--- src/rtl/core/assert_macros.svh ---
// Assertion macros shared by the RTL files; compiled out for synthesis.
`ifndef ASSERT_MACROS_SVH
`define ASSERT_MACROS_SVH

`ifndef SYNTHESIS

// Property must hold at every clock edge outside reset
`define ASSERT_ALWAYS(lbl, clk, rstn, prop, msg) \
  lbl: assert property (@(posedge clk) disable iff (!rstn) (prop)) else $error(msg);

// Antecedent in one cycle implies consequent in the next
`define ASSERT_NEXT(lbl, clk, rstn, ante, cons, msg) \
  lbl: assert property (@(posedge clk) disable iff (!rstn) (ante) |=> (cons)) else $error(msg);

// Antecedent implies consequent in the same cycle
`define ASSERT_IMPLY(lbl, clk, rstn, ante, cons, msg) \
  lbl: assert property (@(posedge clk) disable iff (!rstn) (ante) |-> (cons)) else $error(msg);

`else

`define ASSERT_ALWAYS(lbl, clk, rstn, prop, msg)
`define ASSERT_NEXT(lbl, clk, rstn, ante, cons, msg)
`define ASSERT_IMPLY(lbl, clk, rstn, ante, cons, msg)

`endif

`endif

--- src/rtl/core/asp_pkg.sv ---
// Types and constants of the Annex B SPS/PPS locator.
package asp_pkg;

  // Width of every index and size field on the result channel
  localparam int FIELD_W = 17;

  // Bytes of look-ahead before a position is examined
  localparam int LOOKAHEAD_BYTES = 4;

  // Start code lengths
  localparam int CODE_LEN_LONG  = 4;
  localparam int CODE_LEN_SHORT = 3;

  // Legal range of the summed start code lengths
  localparam int TOTAL_MIN = 9;
  localparam int TOTAL_MAX = 12;

  // Minimum SPS span: last index must be at least first + this
  localparam int SPS_MIN_SPAN = 4;

  // Number of start codes that ends the scan
  localparam logic [1:0] CODES_DONE = 2'd3;

  // Result status codes
  typedef enum logic [2:0] {
    ST_OK        = 3'd0,
    ST_SPS_BAD   = 3'd1,
    ST_PPS_BAD   = 3'd2,
    ST_TOTAL_BAD = 3'd3,
    ST_TOO_LONG  = 3'd4
  } status_t;

endpackage

--- src/rtl/core/asp_if.sv ---
// Stream channels of the locator: byte input and boundary result.
interface asp_in_if;
  logic       valid;
  logic       ready;
  logic [7:0] frame_byte;
  logic       last_byte;

  modport source (output valid, output frame_byte, output last_byte, input ready);
  modport sink   (input valid, input frame_byte, input last_byte, output ready);
endinterface

interface asp_out_if;
  logic               valid;
  logic               ready;
  logic [2:0]         status;
  logic signed [16:0] sps_first;
  logic signed [16:0] sps_final;
  logic signed [16:0] pps_first;
  logic signed [16:0] pps_final;
  logic [16:0]        header_bytes;

  modport source (output valid, output status, output sps_first, output sps_final,
                  output pps_first, output pps_final, output header_bytes,
                  input ready);
  modport sink   (input valid, input status, input sps_first, input sps_final,
                  input pps_first, input pps_final, input header_bytes,
                  output ready);
endinterface

--- src/rtl/core/annexb_sps_pps_locator_top.sv ---
// Annex B start code scanner that locates the SPS and PPS of one H.264 key frame.
//
// Usage: in_ch carries the frame one byte per item, last_byte marking the final
// byte. For each frame exactly one item leaves on out_ch: a status code, the
// first/last index of the SPS and PPS (-1 where not found) and the header size.
// Items without last_byte produce nothing.
// Throughput: one byte per cycle while in_ch.ready is high, set by the four-byte
// window compare and the boundary update, which both sit in a single
// register-to-register stage. Result path: the capture register loads at the edge
// that accepts the last byte, and the status checks feed the output register once
// that register is free.
// Reset clears the scan state, the window and the valid flags of both result stages;
// boundaries reset to -1. After each last byte the scan state returns to that reset state.
// Stalls: the output register holds while out_ch.ready is low; the capture
// register behind it absorbs one more result, and in_ch.ready falls only when
// both are full, so bytes keep flowing while a result waits.
module annexb_sps_pps_locator_top #(
  parameter int MAX_FRAME_BYTES = 65536
) (
  input logic      clk,
  input logic      rst_n,
  asp_in_if.sink   in_ch,
  asp_out_if.source out_ch
);
  import asp_pkg::*;

  `include "assert_macros.svh"

  localparam int POS_W  = $clog2(MAX_FRAME_BYTES + 1);
  localparam int MARK_W = POS_W + 1;
  localparam int CMP_W  = MARK_W + 3;

  localparam logic [POS_W-1:0]         POS_MAX   = POS_W'(MAX_FRAME_BYTES);
  localparam logic [POS_W-1:0]         POS_LOOK  = POS_W'(LOOKAHEAD_BYTES);
  localparam logic signed [MARK_W-1:0] MARK_NONE = '1;

  typedef logic signed [MARK_W-1:0] mark_t;

  // Scan state
  logic [7:0]       win_r   [LOOKAHEAD_BYTES];
  logic [7:0]       win_nxt [LOOKAHEAD_BYTES];
  logic [POS_W-1:0] pos_r, pos_nxt;
  logic [POS_W-1:0] nexam_r, nexam_nxt;
  logic [1:0]       codes_r, codes_nxt;
  mark_t            sf_r, sf_nxt, se_r, se_nxt, pf_r, pf_nxt, pe_r, pe_nxt;
  logic [3:0]       tot_r, tot_nxt;
  logic             ovf_r, ovf_nxt;

  // Capture stage
  logic             fin_valid_r;
  mark_t            fin_sf_r, fin_se_r, fin_pf_r, fin_pe_r;
  logic [3:0]       fin_tot_r;
  logic             fin_ovf_r;

  // Output stage
  logic             out_valid_r;
  status_t          out_status_r;
  logic [FIELD_W-1:0] out_sf_r, out_se_r, out_pf_r, out_pe_r, out_hdr_r;

  logic             in_acc, out_free, fin_adv;
  logic [2:0]       code_len;
  logic [POS_W-1:0] ex_pos;
  logic             do_ex;
  mark_t            ex_end, ex_prev;

  // Handshake
  assign out_free = !out_valid_r || out_ch.ready;
  assign fin_adv  = fin_valid_r && out_free;
  assign in_ch.ready = !(fin_valid_r && !out_free);
  assign in_acc   = in_ch.valid && in_ch.ready;

  // Start code match on the window, oldest byte first
  always_comb begin
    code_len = 3'd0;
    if (win_r[0] == 8'h00 && win_r[1] == 8'h00 && win_r[2] == 8'h00 && win_r[3] == 8'h01) begin
      code_len = 3'(CODE_LEN_LONG);
    end else if (win_r[0] == 8'h00 && win_r[1] == 8'h00 && win_r[2] == 8'h01) begin
      code_len = 3'(CODE_LEN_SHORT);
    end
  end

  // Examined position trails the arriving byte by the look-ahead
  assign ex_pos  = pos_r - POS_LOOK;
  assign do_ex   = (pos_r != POS_MAX) && (pos_r >= POS_LOOK) && (ex_pos >= nexam_r) &&
                   (codes_r != CODES_DONE) && (code_len != 3'd0);
  assign ex_end  = mark_t'({1'b0, ex_pos + POS_W'(code_len)});
  assign ex_prev = mark_t'({1'b0, ex_pos}) - mark_t'(1);

  // Next scan state for an accepted byte
  always_comb begin
    win_nxt   = win_r;
    pos_nxt   = pos_r;
    nexam_nxt = nexam_r;
    codes_nxt = codes_r;
    sf_nxt    = sf_r;
    se_nxt    = se_r;
    pf_nxt    = pf_r;
    pe_nxt    = pe_r;
    tot_nxt   = tot_r;
    ovf_nxt   = ovf_r;
    if (pos_r == POS_MAX) begin
      ovf_nxt = 1'b1;
    end else begin
      if (do_ex) begin
        tot_nxt   = tot_r + 4'(code_len);
        codes_nxt = codes_r + 2'd1;
        case (codes_r)
          2'd0: begin
            sf_nxt    = ex_end;
            nexam_nxt = POS_W'(ex_end);
          end
          2'd1: begin
            se_nxt    = ex_prev;
            pf_nxt    = ex_end;
            nexam_nxt = POS_W'(ex_end);
          end
          default: begin
            pe_nxt = ex_prev;
          end
        endcase
      end
      for (int k = 0; k < LOOKAHEAD_BYTES - 1; k++) begin
        win_nxt[k] = win_r[k+1];
      end
      win_nxt[LOOKAHEAD_BYTES-1] = in_ch.frame_byte;
      pos_nxt = pos_r + POS_W'(1);
    end
  end

  // Scan state registers; cleared after every last byte
  always_ff @(posedge clk) begin
    if (!rst_n || (in_acc && in_ch.last_byte)) begin
      for (int k = 0; k < LOOKAHEAD_BYTES; k++) begin
        win_r[k] <= 8'h00;
      end
      pos_r   <= '0;
      nexam_r <= '0;
      codes_r <= 2'd0;
      sf_r    <= MARK_NONE;
      se_r    <= MARK_NONE;
      pf_r    <= MARK_NONE;
      pe_r    <= MARK_NONE;
      tot_r   <= 4'd0;
      ovf_r   <= 1'b0;
    end else if (in_acc) begin
      win_r   <= win_nxt;
      pos_r   <= pos_nxt;
      nexam_r <= nexam_nxt;
      codes_r <= codes_nxt;
      sf_r    <= sf_nxt;
      se_r    <= se_nxt;
      pf_r    <= pf_nxt;
      pe_r    <= pe_nxt;
      tot_r   <= tot_nxt;
      ovf_r   <= ovf_nxt;
    end
  end

  // Capture stage: frame summary taken on the last byte
  always_ff @(posedge clk) begin
    if (!rst_n) begin
      fin_valid_r <= 1'b0;
    end else if (in_acc && in_ch.last_byte) begin
      fin_valid_r <= 1'b1;
    end else if (fin_adv) begin
      fin_valid_r <= 1'b0;
    end
  end

  always_ff @(posedge clk) begin
    if (in_acc && in_ch.last_byte) begin
      fin_sf_r  <= sf_nxt;
      fin_se_r  <= se_nxt;
      fin_pf_r  <= pf_nxt;
      fin_pe_r  <= pe_nxt;
      fin_tot_r <= tot_nxt;
      fin_ovf_r <= ovf_nxt;
    end
  end

  // Status checks and header size
  logic signed [CMP_W-1:0] sf_x, se_x, pf_x, pe_x, tot_x, hdr_x;
  logic                    sps_bad, pps_bad, tot_bad;
  status_t                 status_c;

  assign sf_x  = CMP_W'(fin_sf_r);
  assign se_x  = CMP_W'(fin_se_r);
  assign pf_x  = CMP_W'(fin_pf_r);
  assign pe_x  = CMP_W'(fin_pe_r);
  assign tot_x = signed'(CMP_W'(fin_tot_r));

  assign sps_bad = (fin_sf_r == MARK_NONE) || (se_x < sf_x + CMP_W'(SPS_MIN_SPAN));
  assign pps_bad = (pf_x <= se_x) || (pf_x >= pe_x);
  assign tot_bad = (fin_tot_r < 4'(TOTAL_MIN)) || (fin_tot_r > 4'(TOTAL_MAX));
  assign hdr_x   = (se_x - sf_x + CMP_W'(1)) + (pe_x - pf_x + CMP_W'(1)) + tot_x;

  always_comb begin
    if (fin_ovf_r) begin
      status_c = ST_TOO_LONG;
    end else if (sps_bad) begin
      status_c = ST_SPS_BAD;
    end else if (pps_bad) begin
      status_c = ST_PPS_BAD;
    end else if (tot_bad) begin
      status_c = ST_TOTAL_BAD;
    end else begin
      status_c = ST_OK;
    end
  end

  // Output register
  always_ff @(posedge clk) begin
    if (!rst_n) begin
      out_valid_r <= 1'b0;
    end else if (fin_adv) begin
      out_valid_r <= 1'b1;
    end else if (out_ch.ready) begin
      out_valid_r <= 1'b0;
    end
  end

  always_ff @(posedge clk) begin
    if (fin_adv) begin
      out_status_r <= status_c;
      out_sf_r     <= FIELD_W'(fin_sf_r);
      out_se_r     <= FIELD_W'(fin_se_r);
      out_pf_r     <= FIELD_W'(fin_pf_r);
      out_pe_r     <= FIELD_W'(fin_pe_r);
      out_hdr_r    <= (status_c == ST_OK) ? FIELD_W'(hdr_x) : '0;
    end
  end

  assign out_ch.valid        = out_valid_r;
  assign out_ch.status       = out_status_r;
  assign out_ch.sps_first    = signed'(out_sf_r);
  assign out_ch.sps_final    = signed'(out_se_r);
  assign out_ch.pps_first    = signed'(out_pf_r);
  assign out_ch.pps_final    = signed'(out_pe_r);
  assign out_ch.header_bytes = out_hdr_r;

  // Checks
  `ASSERT_IMPLY(a_pe_after_third, clk, rst_n, codes_r != CODES_DONE, pe_r == MARK_NONE, "PPS end set before third start code")
  `ASSERT_ALWAYS(a_tot_range, clk, rst_n, tot_r <= 4'(TOTAL_MAX), "start code total above limit")
  `ASSERT_ALWAYS(a_pos_sat, clk, rst_n, pos_r <= POS_MAX, "position counter past saturation")
  `ASSERT_IMPLY(a_ovf_pos, clk, rst_n, ovf_r, pos_r == POS_MAX, "overflow flagged below saturation")
  `ASSERT_NEXT(a_fin_hold, clk, rst_n, fin_valid_r && !out_free, fin_valid_r, "captured result lost while output stalled")

endmodule

--- src/flat_wrapper.sv ---
// flat-port wrapper written by rule: the top's interface ports become plain ports
module annexb_sps_pps_locator_top_flat import asp_pkg::*;
#(
  parameter int MAX_FRAME_BYTES = 65536
)
  (clk, rst_n, in_ch_valid, in_ch_frame_byte, in_ch_last_byte, in_ch_ready, out_ch_valid, out_ch_status, out_ch_sps_first, out_ch_sps_final, out_ch_pps_first, out_ch_pps_final, out_ch_header_bytes, out_ch_ready);
  asp_in_if in_ch_i ();
  asp_out_if out_ch_i ();
  input logic clk;
  input logic rst_n;
  input wire logic [$bits(in_ch_i.valid)-1:0] in_ch_valid;
  input wire logic [$bits(in_ch_i.frame_byte)-1:0] in_ch_frame_byte;
  input wire logic [$bits(in_ch_i.last_byte)-1:0] in_ch_last_byte;
  output wire logic [$bits(in_ch_i.ready)-1:0] in_ch_ready;
  output wire logic [$bits(out_ch_i.valid)-1:0] out_ch_valid;
  output wire logic [$bits(out_ch_i.status)-1:0] out_ch_status;
  output wire logic [$bits(out_ch_i.sps_first)-1:0] out_ch_sps_first;
  output wire logic [$bits(out_ch_i.sps_final)-1:0] out_ch_sps_final;
  output wire logic [$bits(out_ch_i.pps_first)-1:0] out_ch_pps_first;
  output wire logic [$bits(out_ch_i.pps_final)-1:0] out_ch_pps_final;
  output wire logic [$bits(out_ch_i.header_bytes)-1:0] out_ch_header_bytes;
  input wire logic [$bits(out_ch_i.ready)-1:0] out_ch_ready;
  assign in_ch_i.valid = in_ch_valid;
  assign in_ch_i.frame_byte = in_ch_frame_byte;
  assign in_ch_i.last_byte = in_ch_last_byte;
  assign in_ch_ready = in_ch_i.ready;
  assign out_ch_valid = out_ch_i.valid;
  assign out_ch_status = out_ch_i.status;
  assign out_ch_sps_first = out_ch_i.sps_first;
  assign out_ch_sps_final = out_ch_i.sps_final;
  assign out_ch_pps_first = out_ch_i.pps_first;
  assign out_ch_pps_final = out_ch_i.pps_final;
  assign out_ch_header_bytes = out_ch_i.header_bytes;
  assign out_ch_i.ready = out_ch_ready;
  annexb_sps_pps_locator_top #(.MAX_FRAME_BYTES(MAX_FRAME_BYTES)) u_core (.clk(clk), .rst_n(rst_n), .in_ch(in_ch_i), .out_ch(out_ch_i));
endmodule
--- config.mk ---
export PLATFORM = sky130hd
export DESIGN_NAME = annexb_sps_pps_locator_top_flat
export DESIGN_NICKNAME = d
export VERILOG_FILES = /design/src/rtl/core/asp_pkg.sv /design/src/rtl/core/asp_if.sv /design/src/rtl/core/annexb_sps_pps_locator_top.sv /design/src/flat_wrapper.sv
export VERILOG_INCLUDE_DIRS = /design/src /design/src/rtl/core
export SDC_FILE = /design/constraint.sdc
export NUM_CORES = 1
export LEC_CHECK = 0
export ABC_CLOCK_PERIOD_IN_PS = 11700
export BUFFER_PORTS_ARGS = -buffer_cell sky130_fd_sc_hd__buf_2
export CORE_ASPECT_RATIO = 0.9
export CORE_UTILIZATION = 25
export CTS_BUF_LIST = sky130_fd_sc_hd__clkbuf_16
export CTS_CLUSTER_SIZE = 30
export DETAILED_ROUTE_END_ITERATION = 16
export GPL_ROUTABILITY_DRIVEN = 0
export HOLD_SLACK_MARGIN = 0.03
export PLACE_DENSITY = 0.46
export REMOVE_ABC_BUFFERS = 1
export SKIP_CTS_REPAIR_TIMING = 1
export SYNTH_ARGS = -nofsm -noshare
export SYNTH_HDL_FRONTEND = slang
export SYNTH_SLANG_ARGS = --single-unit
--- constraint.sdc ---
create_clock -name clk -period 11.7 [get_ports clk]
set_clock_uncertainty 0.15 [all_clocks]
set_input_delay 2.34 -clock clk [delete_from_list [all_inputs] [get_ports clk]]
set_output_delay 2.34 -clock clk [all_outputs]
set_load 0.005 [all_outputs]
==> results of run 1 <==
-- path summary, 6_finish.rpt --
kind | from | to
hold reg to reg | u_core.fin_pf_r[0]$_DFFE_PP_ | u_core.out_ch.pps_first[0]$_DFFE_PP_
setup / recovery | out_ch_ready | in_ch_ready
setup reg to reg | u_core.pos_r[2]$_SDFFE_PP0P_ | u_core.fin_se_r[17]$_DFFE_PP_
hold / removal | u_core.fin_pf_r[0]$_DFFE_PP_ | u_core.out_ch.pps_first[0]$_DFFE_PP_
-- Yosys cell counts, types with 55 or more instances --
library cell	number	area, um^2
edfxtp_1	165	4950
inv_1	150	563
dfxtp_1	147	2940
ha_1	118	1480
nand2_1	104	390
o21ai_0	95	475
a21oi_1	86	430
o211ai_1	74	556
xnor2_1	74	648
mux2_2	57	642
nand3_1	55	275
-- through the flow --
step | setup slack [ps] | instances
3_5_place_dp | 6090 | 2512
2_1_floorplan | 4720 | 1518
4_1_cts | 6450 | 2578
5_1_grt | 6140 | 2578
3_3_place_gp | 6200 | 2512
6_report | 6450 | 2578
-- cell families after synthesis --
group	after synthesis	synth area share
simple gates	378	0.117
compound gates	348	0.130
flops	312	0.467
buf+inv	225	0.0521
fa+ha+maj	156	0.132
xor+xnor	99	0.0524
mux	74	0.0483
-- power by group --
part | internal [uW] | leakage, uW | switching, uW
Clock | 631 | 0.000582 | 463
Sequential | 1150 | 0.00232 | 5.50
Combinational | 25.9 | 0.00425 | 65.0
Total | 1810 | 0.00715 | 533
-- routing by layer --
layer  share of wire  GRT usage
met1            0.50      0.194
met2            0.43      0.206
met3           0.045     0.0239
met4           0.027     0.0441
met5               0          0
-- flip-flops by register name, summed over array words and instances, names as in the netlist --
name,count
u_core.fin_se_r,18
u_core.out_ch.status,3
u_core.out_ch.sps_final,17
u_core.out_ch.pps_first,17
u_core.fin_pf_r,18
u_core.fin_sf_r,18
u_core.pe_r,18
u_core.se_r,18
u_core.nexam_r,17
u_core.fin_valid_r,1
u_core.out_ch.pps_final,17
u_core.fin_ovf_r,1
u_core.fin_pe_r,18
u_core.tot_r,4
u_core.codes_r,2
u_core.out_ch.header_bytes,17
u_core.ovf_r,1
u_core.out_ch.valid,1
u_core.pf_r,18
u_core.out_ch.sps_first,17
u_core.pos_r,17
u_core.fin_tot_r,4
u_core.win_r,32
u_core.sf_r,18
-- area by class of cell --
cell class | count | area [um^2] | area share
repair buffers | 120 | 646 | 0.0331
multi-input cells | 1055 | 8170 | 0.419
inverters | 151 | 568 | 0.0291
clock buffers | 38 | 951 | 0.0487
well taps | 874 | 1090 | 0.0560
clock inverters | 28 | 184 | 0.00943
flip-flops and latches | 312 | 7900 | 0.405
==> impl_metrics.env, run 1 <==
export IMPL_drc=0
export IMPL_drive_above_1_share=0.148
export IMPL_crit_top_cell="buf_2"
export IMPL_fin_tns_setup_ps=0
export IMPL_cp_required_ps=9210
export IMPL_ys_warn_count=0
export IMPL_vias=12300
export IMPL_critPathLaunchType="primary input"
export IMPL_portBuffers=102
export IMPL_ff2ff_setup_slack_ps=6530
export IMPL_stdcell_area_um2=19500
export IMPL_std_cell_rows=90
export IMPL_report_final_slew_viol_count=0
export IMPL_vdd_drop_max_v=0.0000723
export IMPL_path_clk_slew_ps=60
export IMPL_critPathSlowestCell="nand3b_1"
export IMPL_insertion_delay_ps=550
export IMPL_cp_max_fo=3
export IMPL_synth_async_reset_ratio=0
export IMPL_clock_path_buffers=3
export IMPL_cp_end_kind="primary output"
export IMPL_fin_nets=1845
export IMPL_clock_sinks=312
export IMPL_p_leak_uw=0.00715
export IMPL_layout_commonest_cell="edfxtp_1"
export IMPL_diodes=0
export IMPL_die_w_um=276
export IMPL_synth_area_per_cell_um2=10.6
export IMPL_grt_overflow=0
export IMPL_ys_ff_latch=312
export IMPL_hold_violations=0
export IMPL_synth_edf_count=165
export IMPL_cp_top_family="buffers and inverters"
export IMPL_nFillCells=6910
export IMPL_core_area_um2=67000
export IMPL_finalCritPeriodShare=0.449
export IMPL_rsz0062_at_grt="no"
export IMPL_die_area_um2=68700
export IMPL_min_path_cells=0
export IMPL_cp_depth=3
export IMPL_r2r_cells=12
export IMPL_dpl_cell_area_um2=18400
export IMPL_post_route_util=0.291
export IMPL_yosysUniqueCellTypes=81
export IMPL_syn_inst=1592
export IMPL_htree_levels=2
export IMPL_power_density_nw_per_um2=120
export IMPL_grt_max_degree=76
export IMPL_max_slew_margin=0.296
export IMPL_arrival_ps=2760
export IMPL_grt_usage=0.136
export IMPL_ys_seq_area_frac=0.467
export IMPL_setup_viol=0
export IMPL_vias_per_cell=4.75
export IMPL_maxCapViolations=0
export IMPL_drt_iter0_drc=768
export IMPL_cts_tree="done"
export IMPL_p_total_uw=2350
export IMPL_area_growth_pct=15.4
export IMPL_final_cell_mix="edfxtp_1 (165), inv_1 (156), dfxtp_1 (147)"
export IMPL_crit_path_cell_trace="buf_2 -> nand3b_1 -> buf_2"
export IMPL_ant_nets=0
export IMPL_grt_pass1_wl_um=72400
export IMPL_fmax_mhz=190
export IMPL_initial_core_util=0.252
export IMPL_hp_class="reg2reg"
export IMPL_fin_crit_ps=5250
export IMPL_die_height_um=249
export IMPL_hpwl_um=34400
export IMPL_status="completed"
export IMPL_finalWirelength_um=46700
export IMPL_antenna_found_initial=0
export IMPL_worstSetupPathType="in2out"
export IMPL_synthesis_area_um2=16900
export IMPL_grt_pass1_vias=12100
export IMPL_cp_num_buf_inv=2
export IMPL_worst_pin_slew_ps=1060
export IMPL_synth_ff_type="edfxtp_1"
export IMPL_io_pins=103
export IMPL_firstDrtPassIters=7
export IMPL_slowest_delay_ps=170
export IMPL_wire_per_inst_um=18.1
export IMPL_cts_made_buffers=36
export IMPL_hold_ws_ps=304
export IMPL_cts_root_buffer_cell="clkbuf_16"
Power figures use the tool's default switching activity.
==> inputs of run 2 (changes only) <==
ABC_CLOCK_PERIOD_IN_PS = 4300   (was 11700)
PLACE_DENSITY = 0.47   (was 0.46)
clock period = 4.3 ns   (was 11.7 ns; I/O delays follow)
==> run 2 against run 1 <==
Against the previous run: power grew to 2.8 times the previous value; wire length shrank 3.0%; worst setup slack got worse by 6200 ps; core utilization up 0.96 points; critical path depth up 10; hold slack lost 3.8 ps; combinational power rose to 2.8 times the previous value; register-to-register slack lost 6300 ps; sequential share of layout area down 1.3 points; flip-flop and latch count stayed put; cell area increased by 3.3%.
==> impl_metrics.env, run 2 (synthesis results as in run 1) <==
export IMPL_core_area_um2=67000
export IMPL_status="completed"
export IMPL_initial_core_util=0.252
export IMPL_min_from="u_core.sf_r[17]$_SDFFE_PP1P_"
export IMPL_rr_endpoint="u_core.out_ch.header_bytes[16]$_SDFFCE_PP0P_"
export IMPL_maxCapViolations=0
export IMPL_arrival_ps=4320
export IMPL_insertion_delay_ps=560
export IMPL_portBuffers=102
export IMPL_hold_violations=0
export IMPL_hp_class="reg2reg"
export IMPL_cp_end_kind="register"
export IMPL_registers_top_by_ff_count="u_core.win_r"
export IMPL_cts_tree="done"
export IMPL_ff2ff_setup_slack_ps=240
export IMPL_wire_per_inst_um=17.2
export IMPL_post_route_util=0.301
export IMPL_cp_max_fo=3
export IMPL_finalCritPeriodShare=0.943
export IMPL_setup_viol=0
export IMPL_grt_overflow=0
export IMPL_clock_path_buffers=3
export IMPL_diodes=0
export IMPL_path_clk_slew_ps=60
export IMPL_critPathLaunchType="register"
export IMPL_fin_tns_setup_ps=0
export IMPL_area_growth_pct=19.2
export IMPL_drc=0
export IMPL_fin_crit_ps=4060
export IMPL_reg2reg_from="u_core.fin_tot_r[1]$_DFFE_PP_"
export IMPL_power_density_nw_per_um2=324
export IMPL_report_final_slew_viol_count=0
export IMPL_grt_pass1_vias=12200
export IMPL_io_pins=103
export IMPL_cts_root_buffer_cell="clkbuf_16"
export IMPL_max_slew_margin=0.466
export IMPL_worst_pin_slew_ps=801
export IMPL_crit_end="u_core.out_ch.header_bytes[16]$_SDFFCE_PP0P_"
export IMPL_grt_max_degree=73
export IMPL_die_height_um=249
export IMPL_vias_per_cell=4.66
export IMPL_worstSetupPathType="reg2reg"
export IMPL_cts_made_buffers=37
export IMPL_ant_nets=0
export IMPL_largest_reg_flops=32
export IMPL_vias=12300
export IMPL_p_leak_uw=0.00750
export IMPL_fmax_mhz=247
export IMPL_clock_sinks=312
export IMPL_drt_iter0_drc=663
export IMPL_grt_usage=0.131
export IMPL_crit_start="u_core.fin_tot_r[1]$_DFFE_PP_"
export IMPL_finalWirelength_um=45300
export IMPL_rsz0062_at_grt="no"
export IMPL_fin_nets=1898
export IMPL_die_w_um=276
export IMPL_die_area_um2=68700
export IMPL_final_cell_mix="edfxtp_1 (165), inv_1 (157), dfxtp_1 (147)"
export IMPL_drive_above_1_share=0.180
export IMPL_r2r_cells=13
export IMPL_std_cell_rows=90
export IMPL_vdd_drop_max_v=0.000210
export IMPL_firstDrtPassIters=6
export IMPL_hpwl_um=33900
export IMPL_cp_required_ps=4560
export IMPL_layout_commonest_cell="edfxtp_1"
export IMPL_htree_levels=2
export IMPL_antenna_found_initial=0
export IMPL_grt_pass1_wl_um=70900
-- run 2: cell count changes in the layout (fill, tap and decap cells not counted), sizes merged --
cell      change
buf          +52
clkinv        -4
clkbuf        +3
clkinvlp      +1
inv           +1
-- run 2: how the worst min path moves through the flow --
stage,end,slack (ps),cells past startpoint
global route,u_core.sf_r[17]$_SDFFE_PP1P_,310,1
floorplan,u_core.pf_r[17]$_SDFFE_PP1P_,270,1
finish,u_core.sf_r[17]$_SDFFE_PP1P_,300,1
global placement,u_core.sf_r[17]$_SDFFE_PP1P_,280,1
CTS,u_core.sf_r[17]$_SDFFE_PP1P_,300,1
detailed placement,u_core.sf_r[17]$_SDFFE_PP1P_,280,1
-- run 2: layout make-up --
cell class	instances	area, um^2
Tap cell	874	1090
Timing Repair Buffer	172	1160
Inverter	151	568
Clock buffer	41	1030
Multi-Input combinational cell	1055	8210
Clock inverter	26	195
Fill cell	6883	46800
Sequential cell	312	7900
-- run 2: report_power, final --
part | switching [uW] | internal (uW)
Clock | 1290 | 1840
Combinational | 171 | 83.6
Sequential | 13.2 | 3140
Total | 1470 | 5070
-- run 2: per-layer routing --
metal  track usage  part of all wire  wire length, um  vias to the layer above
met1         0.183              0.49            22200                     5953
met3        0.0234             0.039             1760                       49
li1              -                 -                -                     6027
met2         0.208              0.45            20300                      230
met4        0.0332             0.022              975                        0
met5             0                 0                0                        -
-- run 2: critical path, cell delays in order, from the launching register on --
cell      delay [ps]
edfxtp_1         340
inv_1             60
fa_1             530
inv_1             50
fa_1             530
fa_1             470
fa_2             390
a21o_1           200
a21oi_2          160
a21o_1           210
nand3_1          140
a2111o_1         400
o211ai_1          90
nor3b_2          170
-- run 2: per-stage QoR --
step	instances	cell area [um^2]	setup WS (ps)	hold slack, ps	total power [uW]
CTS	2631	20100	-94.8	296	6640
global route	2631	20200	9.55	311	6780
detailed placement	2564	18900	-73.9	282	3470
finish	2631	20200	245	300	6540
floorplan	1518	16600	-2180	269	3370
global placement	2564	18900	-8.05	278	3470
